File: config.mk
export PLATFORM = sky130hd
export DESIGN_NAME = wildcard_glob_matcher_flat
export DESIGN_NICKNAME = d
export VERILOG_FILES = /design/src/hdl/wgm_pkg.sv /design/src/hdl/wgm_in_if.sv /design/src/hdl/wgm_out_if.sv /design/src/hdl/wildcard_glob_matcher.sv /design/src/hdl/wgm_byte_mem.sv /design/src/hdl/wgm_loader.sv /design/src/hdl/wgm_walker.sv /design/src/flat_wrapper.sv
export SDC_FILE = /design/constraint.sdc
export NUM_CORES = 2
export LEC_CHECK = 0
export ABC_AREA = 0
export BUFFER_PORTS_ARGS = -buffer_cell sky130_fd_sc_hd__buf_4
export CAP_MARGIN = 20
export CORE_AREA = 3 3 470 472
export CTS_CLUSTER_DIAMETER = 120
export CTS_CLUSTER_SIZE = 28
export DETAILED_ROUTE_END_ITERATION = 7
export DIE_AREA = 0 0 473 475
export GPL_ROUTABILITY_DRIVEN = 0
export SETUP_SLACK_MARGIN = 0.1
export SLEW_MARGIN = 5
export SYNTH_ARGS = -nofsm -noshare
export SYNTH_HDL_FRONTEND = slang
export SYNTH_SLANG_ARGS = --single-unit
File: constraint.sdc
create_clock -name clk -period 10 [get_ports clk]
set_input_delay 0 -clock clk [delete_from_list [all_inputs] [get_ports clk]]
set_output_delay 0 -clock clk [all_outputs]
set_load 0.02 [all_outputs]
File: src/hdl/wgm_pkg.sv
// Package for the wildcard glob matcher: store sizes, derived widths,
// command and state codes, and the status struct between loader and walker.
// No dependencies.
`default_nettype none

package wgm_pkg;

    localparam int PAT_MAX = 64;
    localparam int SUB_MAX = 256;

    localparam int PAT_AW = (PAT_MAX > 1) ? $clog2(PAT_MAX) : 1;
    localparam int SUB_AW = (SUB_MAX > 1) ? $clog2(SUB_MAX) : 1;
    localparam int PAT_LW = $clog2(PAT_MAX + 1);
    localparam int SUB_LW = $clog2(SUB_MAX + 1);

    localparam logic [7:0] CH_STAR  = 8'h2A;
    localparam logic [7:0] CH_QUEST = 8'h3F;
    localparam logic [7:0] CH_DOT   = 8'h2E;

    typedef enum logic [1:0] {
        CMD_PAT_BYTE = 2'd0,
        CMD_SUB_BYTE = 2'd1,
        CMD_PAT_END  = 2'd2,
        CMD_MATCH    = 2'd3
    } cmd_t;

    typedef enum logic [2:0] {
        ST_IDLE,
        ST_CMP,
        ST_WALK,
        ST_TAIL,
        ST_FINISH
    } wgm_state_t;

    typedef struct packed {
        logic [PAT_LW-1:0] pat_len;
        logic [SUB_LW-1:0] sub_len;
        logic              any_overflow;
    } wgm_status_t;

endpackage

`default_nettype wire

File: src/hdl/wgm_in_if.sv
// Input channel of the glob matcher: one command item per handshake.
// Uses nothing outside this file.
`default_nettype none

interface wgm_in_if;
    logic       valid;
    logic       ready;
    logic [1:0] cmd;
    logic [7:0] data_byte;

    modport source (output valid, output cmd, output data_byte, input ready);
    modport sink   (input valid, input cmd, input data_byte, output ready);
endinterface

`default_nettype wire

File: src/hdl/wgm_out_if.sv
// Result channel of the glob matcher: match flag and overflow flag.
// Uses nothing outside this file.
`default_nettype none

interface wgm_out_if;
    logic valid;
    logic ready;
    logic matched;
    logic overflow;

    modport source (output valid, output matched, output overflow, input ready);
    modport sink   (input valid, input matched, input overflow, output ready);
endinterface

`default_nettype wire

File: src/hdl/wildcard_glob_matcher.sv
// Wildcard glob matcher, top level: input and result channels, two byte
// stores, loader and match sequencer.
// Depends on wgm_pkg, wgm_in_if, wgm_out_if, wgm_byte_mem, wgm_loader, wgm_walker.
//
// Usage:
//   in_ch carries items {cmd, data_byte}: pattern byte, subject byte,
//   end of pattern, and end of subject (run match). out_ch returns one
//   item {matched, overflow} per match command.
//   Load items are taken one per cycle. A match item is taken, then input
//   stalls while the sequencer walks the stores: the equality pre-check
//   reads one byte when the lengths differ, up to L = pattern length when
//   they agree and none for an overflow or an empty pattern; then come the
//   walk and tail steps (each step is one read of the pattern and subject
//   RAMs) and a step to post the result. The result appears on out_ch the
//   cycle after it is posted.
//   The result sits in an output register; the next load items are taken
//   while it waits. A following match finishes its walk and then holds
//   until the pending result is taken.
//   Reset clears lengths, flags, walk state and the output valid; the
//   store contents are not cleared, and only data below the lengths is used.
`default_nettype none

module wildcard_glob_matcher (
    input  wire logic clk,
    input  wire logic rst_n,
    wgm_in_if.sink    in_ch,
    wgm_out_if.source out_ch
);

    logic accept;
    logic start;
    logic idle;
    logic clear_subject;

    wgm_pkg::wgm_status_t status;

    logic                       pat_we;
    logic [wgm_pkg::PAT_AW-1:0] pat_waddr;
    logic [wgm_pkg::PAT_AW-1:0] pat_raddr;
    logic [7:0]                 pat_rdata;
    logic                       sub_we;
    logic [wgm_pkg::SUB_AW-1:0] sub_waddr;
    logic [wgm_pkg::SUB_AW-1:0] sub_raddr;
    logic [7:0]                 sub_rdata;
    logic [7:0]                 wdata;

    assign in_ch.ready = idle;
    assign accept      = in_ch.valid && idle;
    assign start       = accept && (in_ch.cmd == wgm_pkg::CMD_MATCH);

    wgm_loader u_loader (
        .clk           (clk),
        .rst_n         (rst_n),
        .accept        (accept),
        .cmd           (in_ch.cmd),
        .data_byte     (in_ch.data_byte),
        .clear_subject (clear_subject),
        .status        (status),
        .pat_we        (pat_we),
        .pat_waddr     (pat_waddr),
        .sub_we        (sub_we),
        .sub_waddr     (sub_waddr),
        .wdata         (wdata)
    );

    wgm_byte_mem #(
        .DEPTH (wgm_pkg::PAT_MAX)
    ) u_pat_mem (
        .clk   (clk),
        .we    (pat_we),
        .waddr (pat_waddr),
        .wdata (wdata),
        .raddr (pat_raddr),
        .rdata (pat_rdata)
    );

    wgm_byte_mem #(
        .DEPTH (wgm_pkg::SUB_MAX)
    ) u_sub_mem (
        .clk   (clk),
        .we    (sub_we),
        .waddr (sub_waddr),
        .wdata (wdata),
        .raddr (sub_raddr),
        .rdata (sub_rdata)
    );

    wgm_walker u_walker (
        .clk           (clk),
        .rst_n         (rst_n),
        .start         (start),
        .status        (status),
        .pc            (pat_rdata),
        .sc            (sub_rdata),
        .pat_raddr     (pat_raddr),
        .sub_raddr     (sub_raddr),
        .idle          (idle),
        .clear_subject (clear_subject),
        .out_valid     (out_ch.valid),
        .out_ready     (out_ch.ready),
        .out_matched   (out_ch.matched),
        .out_overflow  (out_ch.overflow)
    );

endmodule

`default_nettype wire

File: src/hdl/wgm_byte_mem.sv
// Generic byte RAM: one write port, one read port with registered data.
// No dependencies.
`default_nettype none

module wgm_byte_mem #(
    parameter int DEPTH = 64
) (
    input  wire logic                                      clk,
    input  wire logic                                      we,
    input  wire logic [((DEPTH > 1) ? $clog2(DEPTH) : 1)-1:0] waddr,
    input  wire logic [7:0]                                wdata,
    input  wire logic [((DEPTH > 1) ? $clog2(DEPTH) : 1)-1:0] raddr,
    output logic      [7:0]                                rdata
);

    logic [7:0] mem [DEPTH];

    always_ff @(posedge clk)
    begin
        if (we)
        begin
            mem[waddr] <= wdata;
        end
        rdata <= mem[raddr];
    end

endmodule

`default_nettype wire

File: src/hdl/wgm_loader.sv
// Load side: pattern and subject lengths, truncation and overflow flags,
// write ports of both byte stores. Depends on wgm_pkg.
`default_nettype none

module wgm_loader (
    input  wire logic                       clk,
    input  wire logic                       rst_n,
    input  wire logic                       accept,
    input  wire logic [1:0]                 cmd,
    input  wire logic [7:0]                 data_byte,
    input  wire logic                       clear_subject,
    output wgm_pkg::wgm_status_t            status,
    output logic                            pat_we,
    output logic [wgm_pkg::PAT_AW-1:0]      pat_waddr,
    output logic                            sub_we,
    output logic [wgm_pkg::SUB_AW-1:0]      sub_waddr,
    output logic [7:0]                      wdata
);

    logic [wgm_pkg::PAT_LW-1:0] pat_len_reg, pat_len_next;
    logic [wgm_pkg::SUB_LW-1:0] sub_len_reg, sub_len_next;
    logic pat_trunc_reg, pat_trunc_next;
    logic sub_trunc_reg, sub_trunc_next;
    logic pat_ovf_reg, pat_ovf_next;
    logic sub_ovf_reg, sub_ovf_next;
    logic pat_closed_reg, pat_closed_next;

    logic [wgm_pkg::PAT_LW-1:0] pat_len_eff;
    logic pat_trunc_eff;
    logic pat_ovf_eff;

    always_comb
    begin
        pat_len_next    = pat_len_reg;
        sub_len_next    = sub_len_reg;
        pat_trunc_next  = pat_trunc_reg;
        sub_trunc_next  = sub_trunc_reg;
        pat_ovf_next    = pat_ovf_reg;
        sub_ovf_next    = sub_ovf_reg;
        pat_closed_next = pat_closed_reg;
        pat_we          = 1'b0;
        sub_we          = 1'b0;

        // a byte after end of pattern starts a new pattern
        pat_len_eff   = pat_closed_reg ? '0 : pat_len_reg;
        pat_trunc_eff = pat_closed_reg ? 1'b0 : pat_trunc_reg;
        pat_ovf_eff   = pat_closed_reg ? 1'b0 : pat_ovf_reg;

        pat_waddr = pat_len_eff[wgm_pkg::PAT_AW-1:0];
        sub_waddr = sub_len_reg[wgm_pkg::SUB_AW-1:0];
        wdata     = data_byte;

        if (accept)
        begin
            unique case (cmd)
                wgm_pkg::CMD_PAT_BYTE:
                begin
                    pat_closed_next = 1'b0;
                    pat_len_next    = pat_len_eff;
                    pat_trunc_next  = pat_trunc_eff;
                    pat_ovf_next    = pat_ovf_eff;
                    if (!pat_trunc_eff)
                    begin
                        if (data_byte == 8'd0)
                        begin
                            pat_trunc_next = 1'b1;
                        end
                        else if (32'(pat_len_eff) >= wgm_pkg::PAT_MAX)
                        begin
                            pat_ovf_next = 1'b1;
                        end
                        else
                        begin
                            pat_we       = 1'b1;
                            pat_len_next = pat_len_eff + 1'b1;
                        end
                    end
                end
                wgm_pkg::CMD_SUB_BYTE:
                begin
                    if (!sub_trunc_reg)
                    begin
                        if (data_byte == 8'd0)
                        begin
                            sub_trunc_next = 1'b1;
                        end
                        else if (32'(sub_len_reg) >= wgm_pkg::SUB_MAX)
                        begin
                            sub_ovf_next = 1'b1;
                        end
                        else
                        begin
                            sub_we       = 1'b1;
                            sub_len_next = sub_len_reg + 1'b1;
                        end
                    end
                end
                wgm_pkg::CMD_PAT_END:
                begin
                    pat_closed_next = 1'b1;
                end
                default:
                begin
                end
            endcase
        end

        if (clear_subject)
        begin
            sub_len_next   = '0;
            sub_trunc_next = 1'b0;
            sub_ovf_next   = 1'b0;
        end
    end

    always_ff @(posedge clk or negedge rst_n)
    begin
        if (!rst_n)
        begin
            pat_len_reg    <= '0;
            sub_len_reg    <= '0;
            pat_trunc_reg  <= 1'b0;
            sub_trunc_reg  <= 1'b0;
            pat_ovf_reg    <= 1'b0;
            sub_ovf_reg    <= 1'b0;
            pat_closed_reg <= 1'b0;
        end
        else
        begin
            pat_len_reg    <= pat_len_next;
            sub_len_reg    <= sub_len_next;
            pat_trunc_reg  <= pat_trunc_next;
            sub_trunc_reg  <= sub_trunc_next;
            pat_ovf_reg    <= pat_ovf_next;
            sub_ovf_reg    <= sub_ovf_next;
            pat_closed_reg <= pat_closed_next;
        end
    end

    assign status.pat_len      = pat_len_reg;
    assign status.sub_len      = sub_len_reg;
    assign status.any_overflow = pat_ovf_reg | sub_ovf_reg;

endmodule

`default_nettype wire

File: src/hdl/wgm_walker.sv
// Match sequencer: equality pre-check, backtracking walk and tail pass over
// the two byte stores, one read of each store per step; holds the result register.
// Depends on wgm_pkg.
`default_nettype none

module wgm_walker (
    input  wire logic                       clk,
    input  wire logic                       rst_n,
    input  wire logic                       start,
    input  wire wgm_pkg::wgm_status_t       status,
    input  wire logic [7:0]                 pc,
    input  wire logic [7:0]                 sc,
    output logic [wgm_pkg::PAT_AW-1:0]      pat_raddr,
    output logic [wgm_pkg::SUB_AW-1:0]      sub_raddr,
    output logic                            idle,
    output logic                            clear_subject,
    output logic                            out_valid,
    input  wire logic                       out_ready,
    output logic                            out_matched,
    output logic                            out_overflow
);

    localparam int PLW = wgm_pkg::PAT_LW;
    localparam int SLW = wgm_pkg::SUB_LW;

    wgm_pkg::wgm_state_t state_reg, state_next;

    logic [PLW-1:0] pp_reg, pp_next;
    logic [SLW-1:0] sp_reg, sp_next;
    logic [PLW-1:0] star_pos_reg, star_pos_next;
    logic [SLW-1:0] star_sp_reg, star_sp_next;
    logic [PLW-1:0] ero_pos_reg, ero_pos_next;
    logic [SLW-1:0] ero_sp_reg, ero_sp_next;
    logic [7:0]     ero_byte_reg, ero_byte_next;
    logic star_seen_reg, star_seen_next;
    logic ero_seen_reg, ero_seen_next;
    logic res_match_reg, res_match_next;
    logic res_ovf_reg, res_ovf_next;
    logic out_valid_reg, out_valid_next;
    logic out_match_reg, out_match_next;
    logic out_ovf_reg, out_ovf_next;

    logic done;
    logic to_walk;
    logic to_tail;
    logic unload;
    logic pat_end;
    logic sub_end;
    logic [PLW-1:0] star_resume;

    assign pat_end     = pp_reg >= status.pat_len;
    assign sub_end     = sp_reg >= status.sub_len;
    assign star_resume = star_pos_reg + 1'b1;
    assign unload      = !out_valid_reg || out_ready;

    // next state
    always_comb
    begin
        state_next = state_reg;
        unique case (state_reg)
            wgm_pkg::ST_IDLE:
            begin
                if (start)
                begin
                    state_next = done ? wgm_pkg::ST_FINISH : wgm_pkg::ST_CMP;
                end
            end
            wgm_pkg::ST_CMP:
            begin
                priority if (done)
                    state_next = wgm_pkg::ST_FINISH;
                else if (to_walk)
                    state_next = wgm_pkg::ST_WALK;
            end
            wgm_pkg::ST_WALK:
            begin
                priority if (done)
                    state_next = wgm_pkg::ST_FINISH;
                else if (to_tail)
                    state_next = wgm_pkg::ST_TAIL;
            end
            wgm_pkg::ST_TAIL:
            begin
                if (done)
                    state_next = wgm_pkg::ST_FINISH;
            end
            wgm_pkg::ST_FINISH:
            begin
                if (unload)
                    state_next = wgm_pkg::ST_IDLE;
            end
            default:
            begin
                state_next = wgm_pkg::ST_IDLE;
            end
        endcase
    end

    // datapath and outputs
    always_comb
    begin
        pp_next        = pp_reg;
        sp_next        = sp_reg;
        star_pos_next  = star_pos_reg;
        star_sp_next   = star_sp_reg;
        ero_pos_next   = ero_pos_reg;
        ero_sp_next    = ero_sp_reg;
        ero_byte_next  = ero_byte_reg;
        star_seen_next = star_seen_reg;
        ero_seen_next  = ero_seen_reg;
        res_match_next = res_match_reg;
        res_ovf_next   = res_ovf_reg;
        out_match_next = out_match_reg;
        out_ovf_next   = out_ovf_reg;
        out_valid_next = out_valid_reg && !out_ready;
        clear_subject  = 1'b0;
        done           = 1'b0;
        to_walk        = 1'b0;
        to_tail        = 1'b0;

        unique case (state_reg)
            wgm_pkg::ST_IDLE:
            begin
                if (start)
                begin
                    pp_next = '0;
                    sp_next = '0;
                    if (status.any_overflow)
                    begin
                        done           = 1'b1;
                        res_match_next = 1'b0;
                        res_ovf_next   = 1'b1;
                    end
                    else if (status.pat_len == '0)
                    begin
                        done           = 1'b1;
                        res_match_next = (status.sub_len == '0);
                        res_ovf_next   = 1'b0;
                    end
                end
            end
            wgm_pkg::ST_CMP:
            begin
                res_ovf_next = 1'b0;
                if (pp_reg == '0 && status.pat_len == PLW'(1) && pc == wgm_pkg::CH_STAR)
                begin
                    done           = 1'b1;
                    res_match_next = 1'b1;
                end
                else if (32'(status.pat_len) != 32'(status.sub_len) || pc != sc)
                begin
                    to_walk = 1'b1;
                end
                else if (pp_reg + 1'b1 == status.pat_len)
                begin
                    done           = 1'b1;
                    res_match_next = 1'b1;
                end
                else
                begin
                    pp_next = pp_reg + 1'b1;
                    sp_next = sp_reg + 1'b1;
                end

                if (to_walk)
                begin
                    pp_next        = '0;
                    sp_next        = '0;
                    star_pos_next  = '0;
                    star_sp_next   = '0;
                    ero_pos_next   = '0;
                    ero_sp_next    = '0;
                    ero_byte_next  = '0;
                    star_seen_next = 1'b0;
                    ero_seen_next  = 1'b0;
                end
            end
            wgm_pkg::ST_WALK:
            begin
                priority if (sub_end)
                begin
                    to_tail = 1'b1;
                end
                else if (pat_end)
                begin
                    if (star_seen_reg)
                    begin
                        pp_next      = star_resume;
                        star_sp_next = star_sp_reg + 1'b1;
                        sp_next      = star_sp_reg + 1'b1;
                    end
                    else
                    begin
                        done           = 1'b1;
                        res_match_next = 1'b0;
                    end
                end
                else if (pc == wgm_pkg::CH_DOT)
                begin
                    pp_next = pp_reg + 1'b1;
                    sp_next = sp_reg + 1'b1;
                end
                else if (pc == wgm_pkg::CH_QUEST)
                begin
                    ero_seen_next = 1'b1;
                    ero_pos_next  = pp_reg;
                    ero_sp_next   = sp_reg;
                    ero_byte_next = sc;
                    pp_next       = pp_reg + 1'b1;
                    sp_next       = sp_reg + 1'b1;
                end
                else if (pc == wgm_pkg::CH_STAR)
                begin
                    star_seen_next = 1'b1;
                    star_pos_next  = pp_reg;
                    star_sp_next   = sp_reg;
                    pp_next        = pp_reg + 1'b1;
                end
                else if (pc != sc)
                begin
                    priority if (ero_seen_reg)
                    begin
                        pp_next       = ero_pos_reg + 1'b1;
                        sp_next       = ero_sp_reg;
                        ero_seen_next = 1'b0;
                    end
                    else if (star_seen_reg)
                    begin
                        pp_next      = star_resume;
                        star_sp_next = star_sp_reg + 1'b1;
                        sp_next      = star_sp_reg + 1'b1;
                    end
                    else
                    begin
                        done           = 1'b1;
                        res_match_next = 1'b0;
                    end
                end
                else
                begin
                    if (ero_seen_reg && ero_byte_reg != sc)
                        ero_seen_next = 1'b0;
                    pp_next = pp_reg + 1'b1;
                    sp_next = sp_reg + 1'b1;
                end
            end
            wgm_pkg::ST_TAIL:
            begin
                priority if (pat_end)
                begin
                    done           = 1'b1;
                    res_match_next = 1'b1;
                end
                else if (pc == wgm_pkg::CH_STAR)
                begin
                    pp_next = pp_reg + 1'b1;
                end
                else if (pc == wgm_pkg::CH_QUEST)
                begin
                    if (sub_end && sp_reg != '0)
                        sp_next = sp_reg - 1'b1;
                    pp_next = pp_reg + 1'b1;
                end
                else
                begin
                    done           = 1'b1;
                    res_match_next = 1'b0;
                end
            end
            wgm_pkg::ST_FINISH:
            begin
                if (unload)
                begin
                    out_valid_next = 1'b1;
                    out_match_next = res_match_reg;
                    out_ovf_next   = res_ovf_reg;
                    clear_subject  = 1'b1;
                end
            end
            default:
            begin
            end
        endcase
    end

    // read address follows the next position so data lines up with the state
    assign pat_raddr = pp_next[wgm_pkg::PAT_AW-1:0];
    assign sub_raddr = sp_next[wgm_pkg::SUB_AW-1:0];

    always_ff @(posedge clk or negedge rst_n)
    begin
        if (!rst_n)
        begin
            state_reg     <= wgm_pkg::ST_IDLE;
            pp_reg        <= '0;
            sp_reg        <= '0;
            star_pos_reg  <= '0;
            star_sp_reg   <= '0;
            ero_pos_reg   <= '0;
            ero_sp_reg    <= '0;
            ero_byte_reg  <= '0;
            star_seen_reg <= 1'b0;
            ero_seen_reg  <= 1'b0;
            out_valid_reg <= 1'b0;
        end
        else
        begin
            state_reg     <= state_next;
            pp_reg        <= pp_next;
            sp_reg        <= sp_next;
            star_pos_reg  <= star_pos_next;
            star_sp_reg   <= star_sp_next;
            ero_pos_reg   <= ero_pos_next;
            ero_sp_reg    <= ero_sp_next;
            ero_byte_reg  <= ero_byte_next;
            star_seen_reg <= star_seen_next;
            ero_seen_reg  <= ero_seen_next;
            out_valid_reg <= out_valid_next;
        end
    end

    always_ff @(posedge clk)
    begin
        res_match_reg <= res_match_next;
        res_ovf_reg   <= res_ovf_next;
        out_match_reg <= out_match_next;
        out_ovf_reg   <= out_ovf_next;
    end

    assign idle         = (state_reg == wgm_pkg::ST_IDLE);
    assign out_valid    = out_valid_reg;
    assign out_matched  = out_match_reg;
    assign out_overflow = out_ovf_reg;

endmodule

`default_nettype wire
File: src/flat_wrapper.sv
// flat-port wrapper written by rule: the top's interface ports become plain ports
module wildcard_glob_matcher_flat 
  (clk, rst_n, in_ch_valid, in_ch_cmd, in_ch_data_byte, in_ch_ready, out_ch_valid, out_ch_matched, out_ch_overflow, out_ch_ready);
  wgm_in_if in_ch_i ();
  wgm_out_if out_ch_i ();
  input  wire logic clk;
  input  wire logic rst_n;
  input wire logic [$bits(in_ch_i.valid)-1:0] in_ch_valid;
  input wire logic [$bits(in_ch_i.cmd)-1:0] in_ch_cmd;
  input wire logic [$bits(in_ch_i.data_byte)-1:0] in_ch_data_byte;
  output wire logic [$bits(in_ch_i.ready)-1:0] in_ch_ready;
  output wire logic [$bits(out_ch_i.valid)-1:0] out_ch_valid;
  output wire logic [$bits(out_ch_i.matched)-1:0] out_ch_matched;
  output wire logic [$bits(out_ch_i.overflow)-1:0] out_ch_overflow;
  input wire logic [$bits(out_ch_i.ready)-1:0] out_ch_ready;
  assign in_ch_i.valid = in_ch_valid;
  assign in_ch_i.cmd = in_ch_cmd;
  assign in_ch_i.data_byte = in_ch_data_byte;
  assign in_ch_ready = in_ch_i.ready;
  assign out_ch_valid = out_ch_i.valid;
  assign out_ch_matched = out_ch_i.matched;
  assign out_ch_overflow = out_ch_i.overflow;
  assign out_ch_i.ready = out_ch_ready;
  wildcard_glob_matcher u_core (.clk(clk), .rst_n(rst_n), .in_ch(in_ch_i), .out_ch(out_ch_i));
endmodule
; ---- Word-level counts from Yosys, hierarchy flattened
; Memory sizes are Yosys's and may differ from the RTL's. A register that Yosys moved wholly into a read port is not among the register bits.
; Cells that the tools add are included.
[word_totals]
ff_bits = 87
mem_bits_rw = 2560
in_bits = 14
out_inout_bits = 4
elab_cells = 316
memories = 2
[mem_list]
columns = memory, depth, width, rd, rd_clocked_by_memory_dff, write_ports, line_no
row1 = u_core.u_sub_mem.mem, 256, 8, 1, 1, 1, wgm_byte_mem.sv:16  ; logic [7:0] mem [DEPTH];
row2 = u_core.u_pat_mem.mem, 64, 8, 1, 1, 1, wgm_byte_mem.sv:16
[classes]
addsub = 8
magnitude_cmp = 4
n_eq_ne = 53
muxes = 184
bitwise_logic = 1
n_reduce_logical = 40
[op_table]
columns = cell, count
row1 = 2-to-1 mux 9 bit, 36
row2 = 2-to-1 mux 7 bit, 30
row3 = 2-to-1 mux 1 bit, 91
row4 = != test 3 bit (second input constant), 17
row5 = 2-to-1 mux 8 bit, 5
row6 = case mux 9 bit (2 select lines), 2
row7 = case mux 9 bit (4 select lines), 1
row8 = adder 7 x 1 -> 7 bit (second input constant), 4
row9 = case mux 7 bit (2 select lines), 2
row10 = case mux 7 bit (4 select lines), 1
row11 = adder 9 x 1 -> 9 bit (second input constant), 3
row12 = != test 2 bit (second input constant), 13
row13 = equality test 8 x 6 -> 1 bit (second input constant), 3
row14 = 2-to-1 mux 3 bit, 8
row15 = AND reduction 7 bit, 3
row16 = != test 8 bit, 2
row17 = case mux 8 bit (2 select lines), 1
row18 = case mux 3 bit (5 select lines), 1
row19 = AND reduction 5 bit, 3
row20 = logical NOT 7 bit, 2
row21 = AND reduction 13 bit, 1
row22 = != test 4 bit (second input constant), 3
row23 = nonzero test 2 bit, 6
row24 = AND reduction 11 bit, 1
row25 = other kinds (31), 51

; ---- Depth between registers and ports, before layout
[logic_depth]
depth_word = 12
depth_mapped = 23
ltp_nobuf = 17

; ---- Hierarchy
; Synthesis repeated with hierarchy kept, for this count alone.
[unflattened]
hier_cells = 5571
hier_area_um2 = 106896.3
[modules_own_cells]
columns = module, instances, cells_each, area_each_um2, seq_area_each_um2
row1 = wgm_byte_mem (u_core.u_sub_mem), 1, 3733, 79556.3, 61659.1
row2 = wgm_byte_mem (u_core.u_pat_mem), 1, 972, 20190.6, 15534.9
row3 = wgm_walker, 1, 725, 5815.6, 1671.6
row4 = wgm_loader, 1, 139, 1317.5, 525.5
row5 = wildcard_glob_matcher, 1, 2, 16.3, 0.0

; ---- Least setup slack after synthesis
; OpenSTA, ideal clock, no wires.
[synth_timing]
path_kind = register to register
start = register u_core.u_loader.pat_len_reg[5] (netlist bit)
end = register u_core.u_sub_mem.rdata[1], read port of u_core.u_sub_mem.mem
arrival_time_ps = 4459
path_slack_ps = 5420
stages_incl_launch_ff = 21
synth_period_minus_slack_ps = 4580
cell_sequence = dfrtp_1 -> clkbuf_1 -> inv_1 -> ha_1 -> and2_1 -> a221o_1 -> a41o_1 -> clkbuf_1 -> nor3_2 -> a31oi_1 -> o31a_1 -> a2111oi_4 -> inv_2 -> nand2_1 -> buf_2 -> clkbuf_1 -> a221oi_1 -> nor4_1 -> nand2_1 -> a41oi_1 -> nor4_1
[synth_via]
elab_chain_len = 7
elab_cells_between_ends = 18
classes_between = order compare (1) / eq/ne (3) / mux (11) / reduce/logical (3)
[synth_lines]
columns = element, line_no
row1 = "start, declared", wgm_loader.sv:20  ; logic [wgm_pkg::PAT_LW-1:0] pat_len_reg, pat_len_next;
row2 = "start signal, assigned", wgm_loader.sv:130  ; pat_len_reg <= pat_len_next;
row3 = != test 7 x 9 -> 1 bit / equality test 7 x 1 -> 1 bit (equally long branches), "wgm_walker.sv:150, wgm_walker.sv:145"
row4 = logical OR 1 bit / logical AND 1 bit (equally long branches), "wgm_walker.sv:150, wgm_walker.sv:145"
row5 = 2-to-1 mux 1 bit / logical AND 1 bit (equally long branches), "wgm_walker.sv:150, wgm_walker.sv:145"
row6 = 2-to-1 mux 1 bit, wgm_walker.sv:145  ; if (pp_reg == '0 && status.pat_len == PLW'(1) && pc == wgm_pkg::CH_STAR)
row7 = 2-to-1 mux 1 bit, wgm_walker.sv:121  ; unique case (state_reg)
row8 = 2-to-1 mux 9 bit, wgm_walker.sv:165  ; if (to_walk)
row9 = case mux 9 bit (4 select lines) *, wgm_walker.sv:121
row10 = named net u_core.sub_raddr (one bit), wildcard_glob_matcher.sv:43  ; logic [wgm_pkg::SUB_AW-1:0] sub_raddr;
row11 = "end, declared", wgm_byte_mem.sv:13  ; output logic [7:0] rdata
; Mark *: on every way through the listed nets, which the timed path passes. The rest lies on a longest branch. The select of a mux whose other input is x is not followed.
; A chain may end at the register's enable or synchronous reset.

; ---- Worst setup path in the final report
[layout_timing]
start = register u_core.u_walker.sp_reg[0]
end = register u_core.u_sub_mem.rdata[3], read port of u_core.u_sub_mem.mem
[layout_via]
elab_chain_len = 9
elab_cells_between_ends = 23
classes_between = add/sub (2) / order compare (1) / mux (18) / reduce/logical (2)
[layout_lines]
columns = element, line_no
row1 = "start, declared", wgm_walker.sv:29  ; logic [SLW-1:0] sp_reg, sp_next;
row2 = "start signal, assigned", wgm_walker.sv:310  ; sp_reg <= sp_next;
row3 = "parallel branches: the longest is 8 deep, another holds adder 9 x 1 -> 9 bit", n/a
row4 = case mux 9 bit (4 select lines) *, wgm_walker.sv:121
; Every way passes the cells marked *. The select of a mux whose other input is x is not followed.

==> flow_summary.ini <==
[floorplanning]
die_area_um2 = 224700
rows = 171
dieHeight_um = 475
design.core.area_um2 = 217000
ios = 18
initial_core_util_pct = 49.84
dieWidth_um = 473

[pwr]
power.total_uw = 31480
p_leak_uw = 0.03679
netSwitchingFraction_pct = 42.59
vdd_drop_max_uv = 478.5
p_int_uw = 18070
power_switching_uw = 13410
power_density_nw_per_um2 = 275.7
comb_power_share_pct = 43.2
clkPwrFrac_pct = 16.8
p_seq_share_pct = 40.0

[synthesis]
synth_cells = 8231
synth-xor-area-share_pct = 0.4779
synth-seq-cells = 2663
synth_compound_area_share_pct = 9.157
synth_edf_count = 2564
muxShareOfSynthArea_pct = 1.501
synth-simple-area-share_pct = 12.77
netlist_area_um2 = 108100
yosysTopAreaCellShare_pct = 71.21
yosysWarningCount = 0
synth_top_family_by_area = simple AND/OR/NAND/NOR gates
synth_area_leaders = edfxtp_1 (71%), nand2_1 (6.2%), a21oi_1 (2.3%)
synth_seq_area_share_pct = 73.43
synth_common_cells = edfxtp_1 (2564), nand2_1 (1797), a21oi_1 (502)
synth_top_area_cell = edfxtp_1
synth.most_common_cell = edfxtp_1
synth-adder-area-share_pct = 0.3240
synth_flop_cell = edfxtp_1
syn_avg_cell_area_um2 = 13.14
syn_nets = 8273
synthDistinctLibCells = 78
ys_async_sr_fraction_pct = 3.117

[clock_network]
cts-root-buf = clkbuf_16
clkSinkCount = 2663
cts_tree = done
clk_latency_ns = 0.83
clk_pin_slew_worst_paths_ns = 0.11
htreeDepth = 3
clockBufferDepth = 3
numCtsBuffers = 105

[global_route]
grt_overflow = 0
grt_pass1_wl_mm = 446.4
grtUsageTotal_pct = 26.81
grt_antenna_before_repair = 12
grt_pass1_vias = 63210
grt_max_degree = 197

[sta]
worst_slack_ns = 2.447
setup-tns-final_ns = 0
timing.hold.ws_ns = 0.07654
hold_viol_final = 0
layout_min_cycle_time_ns = 7.553
final_max_slew_viol_count = 0
skew_ns = 0.04595
setup_violations = 0
fmax_mhz = 132.4
grt_setup_unrepaired = false
worst_pin_slew_ns = 1.158
finalCritPeriodShare_pct = 75.53
relSlewSlack_pct = 22.64

[detailed_routing]
via_per_inst = 6.297
totalWireLength_mm = 307.5
drt-wirelength-per-cell_um = 28.29
ant_nets = 0
dr_total_vias = 68450
drc_errors = 0
drt_pass1_iterations = 6
drtIter0Drc = 10110

[final_layout]
largest_reg_flops = 2048
drive_gt1_share_pct = 4.331
syn_to_final_growth_pct = 5.606
biggestRegsByFlops = u_core.u_sub_mem.mem (2048), u_core.u_pat_mem.mem (512)
nets = 8013
regMostFlops = u_core.u_sub_mem.mem

[min_path]
holdCritPathClass = input pin to flop
hold_depth = 4

[outcome]
outcome = completed

[worst_setup_path]
cp.required_ns = 10.67
worstSetupPathType = flop to flop
crit_path_end_kind = flop
worstRegToRegCells = 19
crit_fanout = 32
worstPathArrival_ns = 8.22
cp-start-kind = flop

[place]
post-dp-hpwl_mm = 182.2
dp_slack_ns = 2.554
portBuffers = 17

[job]
maxCapViolations = 0
==> cell usage in the layout (no fill, tap or decap), drive strengths merged, types with 153 or more instances in the layout <==
master,count
a211oi,153
a21oi,502
a22oi,219
a31oi,211
buf,163
edfxtp,2564
mux2i,161
nand2,1797
nand3,430
nor2,481
==> per-layer routing <==
layer	up-vias	GRT usage [%]	routed length (um)
met4	6	7.410	8577
met5	-	0	68
met2	3333	40.60	138900
met1	34630	40.51	131500
li1	30080	-	-
met3	403	4.123	28540
==> area by class of cell <==
class / count / area [um^2]
Antenna cell: 4 / 10.01
Clock buffer: 140 / 2780
Clock inverter: 8 / 102.6
Fill cell: 18070 / 102800
Inverter: 49 / 203.9
Multi-Input combinational cell: 4972 / 26400
Sequential cell: 2663 / 79390
Tap cell: 2854 / 3571
Timing Repair Buffer: 180 / 1715
==> per-stage QoR <==
step / std cells / utilization, % / instance area [um^2]
3_3_place_gp: 10700 / 51.18 / 111000
5_1_grt: 10870 / 52.63 / 114200
2_1_floorplan: 8231 / - / 108100
4_1_cts: 10870 / 52.61 / 114100
6_report: 10870 / 52.63 / 114200
3_5_place_dp: 10700 / 51.20 / 111100
==> worst max-delay path: stages (launching register included) <==
cell and delay [ns]:
dfrtp_1 0.65, inv_1 0.24, ha_1 0.35, nor2b_1 0.10, o21ai_0 0.18, a211oi_2 0.64, nor3_2 0.17, a2111oi_0 0.55
a2bb2oi_1 0.33, a2111oi_4 0.08, buf_4 0.31, inv_2 0.62, nand2_1 0.90, nor3_2 0.33, buf_4 0.45, a22oi_1 0.23
nand3_1 0.20, nor4_1 0.12, o22ai_1 0.80, nor4_1 0.11
==> cell families (layout without fill, tap and decap cells) <==
group	after synthesis	count (layout)
buffers and inverters	596	377
adder cells (fa/ha/maj)	28	28
other	0	4
flip-flops	2663	2663
multiplexers	162	162
XOR/XNOR	59	59
AO/OA/AOI/OAI	1518	1518
AND/OR/NAND/NOR	3205	3205
==> power by group through the flow <==
stage	clock network (uW)	logic, uW	registers [uW]
2_1_floorplan	0	8580	12700
3_3_place_gp	0	13300	12800
3_5_place_dp	0	13400	12800
4_1_cts	5360	13400	12600
5_1_grt	5730	14500	12600
6_report	5300	13600	12600
==> repair_timing <==
| item | CTS | global route |
|---|---|---|
| gates resized for setup | 0 | 0 |
| hold endpoints to repair | 589 | 0 |
| endpoints found under the setup margin | 0 | 0 |
| buffers inserted | 0 | 0 |
| hold buffers | 18 | 0 |
==> path summary, 6_finish.rpt <==
kind                                             start                              to  slack, ns
max                          u_core.u_walker.sp_reg[0]       u_core.u_sub_mem.rdata[3]       2.45
min                                       out_ch_ready       u_core.u_walker.out_valid       0.08
max reg2reg                  u_core.u_walker.sp_reg[0]       u_core.u_sub_mem.rdata[3]       2.45
min reg2reg                u_core.u_walker.res_ovf_reg    u_core.u_walker.out_overflow       0.45
max in group asynchronous                        rst_n   u_core.u_walker.ero_sp_reg[4]       9.08
min in group asynchronous                        rst_n  u_core.u_walker.star_sp_reg[7]       0.22
(Power assumes the default switching activity.)
